--- config.mk ---
export PLATFORM = sky130hd
export DESIGN_NAME = multi_channel_pwm_duty_fader_top
export DESIGN_NICKNAME = d
export VERILOG_FILES = /design/src/sv/pwmf_pkg.sv /design/src/sv/multi_channel_pwm_duty_fader_top.sv /design/src/sv/pwmf_ctrl.sv /design/src/sv/pwmf_dp.sv
export SDC_FILE = /design/constraint.sdc
export NUM_CORES = 1
export LEC_CHECK = 0
export ABC_AREA = 1
export BUFFER_PORTS_ARGS = -buffer_cell sky130_fd_sc_hd__buf_2
export CAP_MARGIN = 30
export CORE_AREA = 2 2 199 280
export CTS_CLUSTER_SIZE = 12
export DETAILED_ROUTE_END_ITERATION = 12
export DIE_AREA = 0 0 201 282
export GPL_TIMING_DRIVEN = 0
export PLACE_DENSITY_LB_ADDON = 0.25
export RECOVER_POWER = 50
export SLEW_MARGIN = 20
export SYNTH_ARGS = -nofsm -noshare
export SYNTH_HDL_FRONTEND = slang
export SYNTH_SLANG_ARGS = --single-unit
--- constraint.sdc ---
create_clock -name aclk -period 6.2 [get_ports aclk]
set_clock_uncertainty 0.15 [all_clocks]
set_input_delay 1.24 -clock aclk [delete_from_list [all_inputs] [get_ports aclk]]
set_output_delay 1.24 -clock aclk [all_outputs]
set_load 0.005 [all_outputs]
--- src/sv/pwmf_pkg.sv ---
// Shared constants, codes and types of the PWM duty fader.
// No dependencies; imported by every module of the block.
package pwmf_pkg;

    localparam int CHANNELS     = 8;
    localparam int STEP_TIME_MS = 10;
    localparam int DUTY_BITS    = 16;

    localparam int DW        = 16;
    localparam int CH_W      = (CHANNELS > 1) ? $clog2(CHANNELS) : 1;
    localparam int DIV_CNT_W = $clog2(DW);

    localparam logic [DW-1:0] DUTY_MASK =
        (DUTY_BITS >= DW) ? {DW{1'b1}} : DW'((64'd1 << DUTY_BITS) - 64'd1);

    // fade duration / STEP_TIME_MS by reciprocal, exact for any 16-bit duration
    localparam int    RECIP_SHIFT = DW + $clog2(STEP_TIME_MS);
    localparam longint RECIP      = ((64'd1 << RECIP_SHIFT) + STEP_TIME_MS - 1) / STEP_TIME_MS;
    localparam int    RECIP_W     = $clog2(RECIP + 1);
    localparam int    PROD_W      = DW + RECIP_W;

    localparam int S_TDATA_W = 40;
    localparam int M_TDATA_W = 24;

    typedef logic [2:0] mode_t;
    localparam mode_t MODE_LOAD     = 3'd0;
    localparam mode_t MODE_SET_IMM  = 3'd1;
    localparam mode_t MODE_SET_FADE = 3'd2;
    localparam mode_t MODE_START    = 3'd3;
    localparam mode_t MODE_TICK     = 3'd4;

    typedef enum logic [1:0] {
        ST_IDLE,
        ST_DECODE,
        ST_DIV,
        ST_EXEC
    } state_t;

    typedef struct packed {
        logic take;
        logic div_init;
        logic div_step;
        logic exec;
        logic next_ch;
    } dp_cmd_t;

    typedef struct packed {
        logic item_ok;
        logic is_fade;
        logic is_tick;
        logic out_free;
        logic last_ch;
    } dp_stat_t;

endpackage

--- src/sv/multi_channel_pwm_duty_fader_top.sv ---
// Top level of the PWM duty fader: joins controller and datapath.
// Depends on pwmf_pkg, pwmf_ctrl and pwmf_dp.
//
//  port group   direction  beats per item
//  s_*          in         1
//  m_*          out        1 (modes 0..3), CHANNELS (tick), 0 (ignored)
//
// Load, immediate target and start pass through capture, decode and update; a fade target
// also runs the bit-serial divider between decode and update. A tick updates the channels
// in turn, one per channel, through the single state read port.
// aresetn clears all channel state. A stalled m_ side holds the next update.
module multi_channel_pwm_duty_fader_top (
    input  logic        aclk,
    input  logic        aresetn,
    input  logic        s_tvalid,
    output logic        s_tready,
    input  logic [39:0] s_tdata,  // channel[2:0], duty_value[18:3], fade_ms[34:19]
    input  logic [2:0]  s_tuser,  // mode[2:0]
    output logic        m_tvalid,
    input  logic        m_tready,
    output logic [23:0] m_tdata,  // out_channel[2:0], out_duty[18:3], fading[19]
    output logic        m_tlast
);
    import pwmf_pkg::*;

    dp_cmd_t  cmd;
    dp_stat_t stat;

    pwmf_ctrl u_ctrl (
        .aclk     (aclk),
        .aresetn  (aresetn),
        .s_tvalid (s_tvalid),
        .s_tready (s_tready),
        .stat     (stat),
        .cmd      (cmd)
    );

    pwmf_dp u_dp (
        .aclk     (aclk),
        .aresetn  (aresetn),
        .s_tdata  (s_tdata),
        .s_tuser  (s_tuser),
        .m_tdata  (m_tdata),
        .m_tvalid (m_tvalid),
        .m_tlast  (m_tlast),
        .m_tready (m_tready),
        .cmd      (cmd),
        .stat     (stat)
    );

endmodule

--- src/sv/pwmf_ctrl.sv ---
// Controller FSM of the PWM duty fader: sequences capture, division and update.
// Depends on pwmf_pkg.
module pwmf_ctrl (
    input  logic              aclk,
    input  logic              aresetn,
    input  logic              s_tvalid,
    output logic              s_tready,
    input  pwmf_pkg::dp_stat_t stat,
    output pwmf_pkg::dp_cmd_t  cmd
);
    import pwmf_pkg::*;

    state_t               state_reg, state_next;
    logic [DIV_CNT_W-1:0] cnt_reg, cnt_next;

    always_ff @(posedge aclk) begin
        if (!aresetn) begin
            state_reg <= ST_IDLE;
            cnt_reg   <= '0;
        end else begin
            state_reg <= state_next;
            cnt_reg   <= cnt_next;
        end
    end

    always_comb begin
        state_next = state_reg;
        cnt_next   = cnt_reg;
        unique case (state_reg)
            ST_IDLE: begin
                if (s_tvalid) begin
                    state_next = ST_DECODE;
                end
            end
            ST_DECODE: begin
                cnt_next = '0;
                if (!stat.item_ok) begin
                    state_next = ST_IDLE;
                end else if (stat.is_fade) begin
                    state_next = ST_DIV;
                end else begin
                    state_next = ST_EXEC;
                end
            end
            ST_DIV: begin
                cnt_next = cnt_reg + 1'b1;
                if (cnt_reg == DIV_CNT_W'(DW - 1)) begin
                    state_next = ST_EXEC;
                end
            end
            ST_EXEC: begin
                if (stat.out_free && (!stat.is_tick || stat.last_ch)) begin
                    state_next = ST_IDLE;
                end
            end
            default: state_next = ST_IDLE;
        endcase
    end

    always_comb begin
        cmd      = '0;
        s_tready = 1'b0;
        unique case (state_reg)
            ST_IDLE: begin
                s_tready = 1'b1;
                cmd.take = s_tvalid;
            end
            ST_DECODE: begin
                cmd.div_init = stat.item_ok && stat.is_fade;
            end
            ST_DIV: begin
                cmd.div_step = 1'b1;
            end
            ST_EXEC: begin
                cmd.exec    = stat.out_free;
                cmd.next_ch = stat.out_free && stat.is_tick && !stat.last_ch;
            end
            default: ;
        endcase
    end

endmodule

--- src/sv/pwmf_dp.sv ---
// Datapath of the PWM duty fader: channel state, serial divider, output register.
// Depends on pwmf_pkg.
module pwmf_dp (
    input  logic                               aclk,
    input  logic                               aresetn,
    input  logic [pwmf_pkg::S_TDATA_W-1:0]     s_tdata,
    input  logic [2:0]                         s_tuser,
    output logic [pwmf_pkg::M_TDATA_W-1:0]     m_tdata,
    output logic                               m_tvalid,
    output logic                               m_tlast,
    input  logic                               m_tready,
    input  pwmf_pkg::dp_cmd_t                  cmd,
    output pwmf_pkg::dp_stat_t                 stat
);
    import pwmf_pkg::*;

    logic [DW-1:0] cur_reg  [CHANNELS];
    logic [DW-1:0] tgt_reg  [CHANNELS];
    logic [DW-1:0] step_reg [CHANNELS];
    logic          act_reg  [CHANNELS];

    mode_t         mode_reg;
    logic [2:0]    ch_reg;
    logic [DW-1:0] duty_reg;
    logic [DW-1:0] fade_reg;
    logic [CH_W-1:0] idx_reg;

    logic [DW-1:0] rem_reg, quo_reg, den_reg;

    logic          out_valid_reg;
    logic [CH_W-1:0] out_ch_reg;
    logic [DW-1:0] out_duty_reg;
    logic          out_fading_reg;
    logic          out_last_reg;

    logic [DW-1:0] cur, tgt, st, diff, duty_m;
    logic          act;
    logic [DW-1:0] cur_next, tgt_next, step_next;
    logic          act_next;
    logic [PROD_W-1:0] prod;
    logic [DW-1:0] ticks;
    logic [DW:0]   shifted;
    logic          fits;

    assign cur    = cur_reg[idx_reg];
    assign tgt    = tgt_reg[idx_reg];
    assign act    = act_reg[idx_reg];
    assign st     = (step_reg[idx_reg] == '0) ? DW'(1) : step_reg[idx_reg];
    assign duty_m = duty_reg & DUTY_MASK;
    assign diff   = (cur > duty_m) ? (cur - duty_m) : (duty_m - cur);

    assign prod  = PROD_W'(fade_reg) * PROD_W'(RECIP);
    assign ticks = (DW'(prod >> RECIP_SHIFT) == '0) ? DW'(1) : DW'(prod >> RECIP_SHIFT);

    assign shifted = {rem_reg, quo_reg[DW-1]};
    assign fits    = shifted >= {1'b0, den_reg};

    always_comb begin
        cur_next  = cur;
        tgt_next  = tgt;
        step_next = step_reg[idx_reg];
        act_next  = act;
        case (mode_reg)
            MODE_LOAD: cur_next = duty_m;
            MODE_SET_IMM: begin
                tgt_next  = duty_m;
                step_next = (diff == '0) ? DW'(1) : diff;
            end
            MODE_SET_FADE: begin
                tgt_next  = duty_m;
                step_next = (quo_reg == '0) ? DW'(1) : quo_reg;
            end
            MODE_START: act_next = 1'b1;
            MODE_TICK: begin
                if (act) begin
                    if (cur < tgt) begin
                        cur_next = ((tgt - cur) > st) ? (cur + st) : tgt;
                    end else if (cur > tgt) begin
                        cur_next = ((cur - tgt) > st) ? (cur - st) : tgt;
                    end
                    act_next = (cur_next != tgt);
                end
            end
            default: ;
        endcase
    end

    always_ff @(posedge aclk) begin
        if (!aresetn) begin
            for (int i = 0; i < CHANNELS; i++) begin
                cur_reg[i]  <= '0;
                tgt_reg[i]  <= '0;
                step_reg[i] <= '0;
                act_reg[i]  <= 1'b0;
            end
        end else if (cmd.exec) begin
            cur_reg[idx_reg]  <= cur_next;
            tgt_reg[idx_reg]  <= tgt_next;
            step_reg[idx_reg] <= step_next;
            act_reg[idx_reg]  <= act_next;
        end
    end

    always_ff @(posedge aclk) begin
        if (cmd.take) begin
            mode_reg <= s_tuser;
            ch_reg   <= s_tdata[2:0];
            duty_reg <= s_tdata[18:3];
            fade_reg <= s_tdata[34:19];
            idx_reg  <= (s_tuser == MODE_TICK) ? '0 : CH_W'(s_tdata[2:0]);
        end else if (cmd.next_ch) begin
            idx_reg <= idx_reg + 1'b1;
        end
        if (cmd.div_init) begin
            rem_reg <= '0;
            quo_reg <= diff;
            den_reg <= ticks;
        end else if (cmd.div_step) begin
            rem_reg <= fits ? DW'(shifted - {1'b0, den_reg}) : DW'(shifted);
            quo_reg <= {quo_reg[DW-2:0], fits};
        end
    end

    always_ff @(posedge aclk) begin
        if (!aresetn) begin
            out_valid_reg <= 1'b0;
        end else if (cmd.exec) begin
            out_valid_reg <= 1'b1;
        end else if (m_tready) begin
            out_valid_reg <= 1'b0;
        end
    end

    always_ff @(posedge aclk) begin
        if (cmd.exec) begin
            out_ch_reg     <= idx_reg;
            out_duty_reg   <= cur_next;
            out_fading_reg <= act_next;
            out_last_reg   <= (mode_reg != MODE_TICK) || stat.last_ch;
        end
    end

    assign stat.item_ok  = (mode_reg == MODE_TICK) ||
                           ((mode_reg < MODE_TICK) && (32'(ch_reg) < CHANNELS));
    assign stat.is_fade  = (mode_reg == MODE_SET_FADE);
    assign stat.is_tick  = (mode_reg == MODE_TICK);
    assign stat.out_free = !out_valid_reg || m_tready;
    assign stat.last_ch  = (idx_reg == CH_W'(CHANNELS - 1));

    assign m_tvalid = out_valid_reg;
    assign m_tlast  = out_last_reg;
    assign m_tdata  = {4'b0, out_fading_reg, out_duty_reg, 3'(out_ch_reg)};

endmodule

==> run_results.csv <==
group,metric,value,unit
clock_tree,cts_buffer_count,50,
synthesis,yosys.area_share.simple,18.00,%
layout,mostFrequentLayoutCells,"sky130_fd_sc_hd__nor2_1 (678), sky130_fd_sc_hd__nand2_1 (573), sky130_fd_sc_hd__inv_1 (472), sky130_fd_sc_hd__edfxtp_1 (472), sky130_fd_sc_hd__o21ai_0 (271)",
run,cap_viol_max_count,3,
synthesis,synthDistinctLibCells,63,
layout,fin_nets,4557,
layout,areaGrowthSynthToFinish,13.24,%
synthesis,post_synthesis_async_set_or_reset_flop_share,0,%
clock_tree,cts_root_buffer,"sky130_fd_sc_hd__clkbuf_16",
layout,final_area,0.03894,mm²
sta,transition_time_of_the_tightest_slew_check_pin,2.145,ns
drt,drt_pre_antenna_iters,8,
critical_path,critPathKind,"reg -> reg",
synthesis,synthXorXnorAreaFrac,2.442,%
sta,report.final.slew_viol_count,95,
drt,dr.first_iter.drc_count,3268,
clock_tree,clkSlewWorstSetupHoldPaths,0.06,ns
synthesis,part_of_the_yosys_area_used_for_sequential_elements,43.20,%
floorplan,floorplan.die_area,0.05668,mm²
worst_hold_path,holdCritPathClass,"reg -> reg",
synthesis,synth_ff_type,"sky130_fd_sc_hd__edfxtp_1",
layout,num_antenna_cells,0,
sta,final.min_clock_period,6.221,ns
critical_path,max_stage_delay,0.37,ns
grt,via_count_of_the_first_global_routing_pass,29370,
clock_tree,clock_tree.htree_level_count,2,
sta,report.final.hold_viol_count,0,
floorplan,core_region_area,0.05396,mm²
grt,grt_overflow_total,0,
drt,routedWlPerCell,24.85,µm
floorplan,start_util,63.72,%
placement,port-buffer-count,63,
synthesis,yosys_warnings,0,
critical_path,crit_path_start_kind,"register",
layout,layout-drive-gt1-share,12.22,%
layout,final_core_utilization,72.16,%
sta,maxSlewHeadroom,-43.50,%
placement,dpl.hpwl,89560,µm
sta,max_freq,160.7,MHz
drt,vias_per_cell,6.220,
drt,wirelength,121800,µm
critical_path,crit_required,6.38,ns
synthesis,synth_adder_area_share,15.09,%
synthesis,synth_edf_count,472,
grt,gr-usage-all-layers,42.21,%
sta,timing.final.setup_violations,3,
grt,antenna_found_initial,4,
sta,timing.final.ws_setup,-0.02126,ns
floorplan,io_pins,74,
synthesis,synthesis.area_per_instance,8.701,µm²
synthesis,proportion_of_synthesized_area_in_mux_cells,0,%
synthesis,yosys_register_bits,506,
layout,mostFrequentLayoutCell,"sky130_fd_sc_hd__nor2_1",
synthesis,synth-compound-area-share,12.90,%
sta,final.setup.tns,-0.02786,ns
drt,route.detailed.drc,0,
placement,dpl_worst_slack,-1.185,ns
critical_path,worstPathMaxFanout,10,
clock_tree,clock_sinks,506,
synthesis,syn-cell-area,0.03439,mm²
run_status,status,"finished, violations left",
synthesis,synth_cells,3952,
placement,gp_congestion,1.016,
critical_path,cp.arrival,6.40,ns
critical_path,critical_path.slowest_cell,"sky130_fd_sc_hd__o21ai_4",
run_status,violations,"capacitance limit, slew limit, setup timing",
clock_tree,holdBufCountCts,0,
critical_path,timing.critical_path.to_type,"register",
floorplan,floorplan.die.height,282,µm
synthesis,dominant_combinational_cell_family_by_area_after_synthesis,"simple AND/OR/NAND/NOR gates",
grt,wire_length_of_the_first_global_routing_pass,176200,µm
clock_tree,clock_tree.buffer_depth,3,
clock_tree,worst_skew_pair.late_latency,0.67,ns
placement,placed_area,0.03595,mm²
grt,grt_start_max_net_pins,42,
critical_path,crit_path_frequent_cell,"sky130_fd_sc_hd__nand2_1",
floorplan,die_x,201,µm
sta,post-route-period-util,100.3,%
drt,vias,30490,
clock_tree,cts_tree,"built",
drt,postRouteAntennaNets,0,
floorplan,rows,101,
critical_path,reg2reg_setup_slack,-0.02,ns
## what timing repair did
item,CTS,global route
resized for setup,111,166
setup endpoints to repair,154,154
buffers inserted,22,43
gates cloned,1,0
pin swaps,21,47
## per-stage QoR
stage               cells  hold WS, ns
CTS                  4860       0.3209
global placement     4739       0.3091
global route         4902       0.3396
detailed placement   4752       0.3109
floorplan            3955       0.2967
finish               4902       0.3298
## final timing paths
path                            depth (start not counted)               startpoint                                 to
worst min-delay path                                    2  u_dp.act_reg[1]$_DFF_P_            u_dp.act_reg[1]$_DFF_P_
worst max-delay path                                   33                 register  u_dp.cur_reg[6][13]$_SDFFCE_PN0P_
worst max register to register                         33                 register  u_dp.cur_reg[6][13]$_SDFFCE_PN0P_
worst min register to register                          2  u_dp.act_reg[1]$_DFF_P_            u_dp.act_reg[1]$_DFF_P_
## critical path: cells and delay by family, from the launching register on
family          cells  cell delay, ns
compound gates     10            1.80
xor+xnor            1            0.16
fa+ha+maj           2            0.62
buf+inv             8            1.50
flops               1            0.33
simple gates       12            1.28
## cell usage after synthesis (41+ instances only)
library cell | number | area share [%]
sky130_fd_sc_hd__nor2_1 | 696 | 7.6
sky130_fd_sc_hd__o21ai_0 | 288 | 4.2
sky130_fd_sc_hd__o22ai_1 | 113 | 2.1
sky130_fd_sc_hd__nand2_1 | 588 | 6.4
sky130_fd_sc_hd__fa_1 | 88 | 5.1
sky130_fd_sc_hd__a21oi_1 | 180 | 2.6
sky130_fd_sc_hd__clkbuf_1 | 84 | 0.92
sky130_fd_sc_hd__inv_1 | 474 | 5.2
sky130_fd_sc_hd__edfxtp_1 | 472 | 41
sky130_fd_sc_hd__buf_2 | 41 | 0.60
sky130_fd_sc_hd__o21ai_1 | 65 | 0.95
sky130_fd_sc_hd__xor2_1 | 79 | 2.0
sky130_fd_sc_hd__nand3_1 | 144 | 2.1
sky130_fd_sc_hd__ha_1 | 274 | 10
## routing by layer
metal  global-route usage, %  vias up  part of all wire (%)
li1                        -    13600                     -
met1                   48.15    14260                    33
met2                   70.46     2016                    47
met3                   8.368      610                    11
met4                   32.16        8                   9.3
met5                       0        -                 0.089
## cell type report
type | count | area (µm²)
well taps | 721 | 902.1
plain buffers | 176 | 1079
multi-input cells | 2758 | 17560
flip-flops and latches | 506 | 14860
fillers | 4117 | 15020
inverters | 514 | 1961
clock buffers | 76 | 1359
repair buffers | 142 | 1020
clock inverters | 9 | 197.7
## cells by family after synthesis
family	count (synthesis)
adder cells (fa/ha/maj)	362
other	1
AND/OR/NAND/NOR	1524
AO/OA/AOI/OAI	772
XOR/XNOR	95
flip-flops	506
buffers and inverters	692
Power is not shown: default switching activity piles up to over one toggle a cycle in this logic, so the estimate is an artifact.
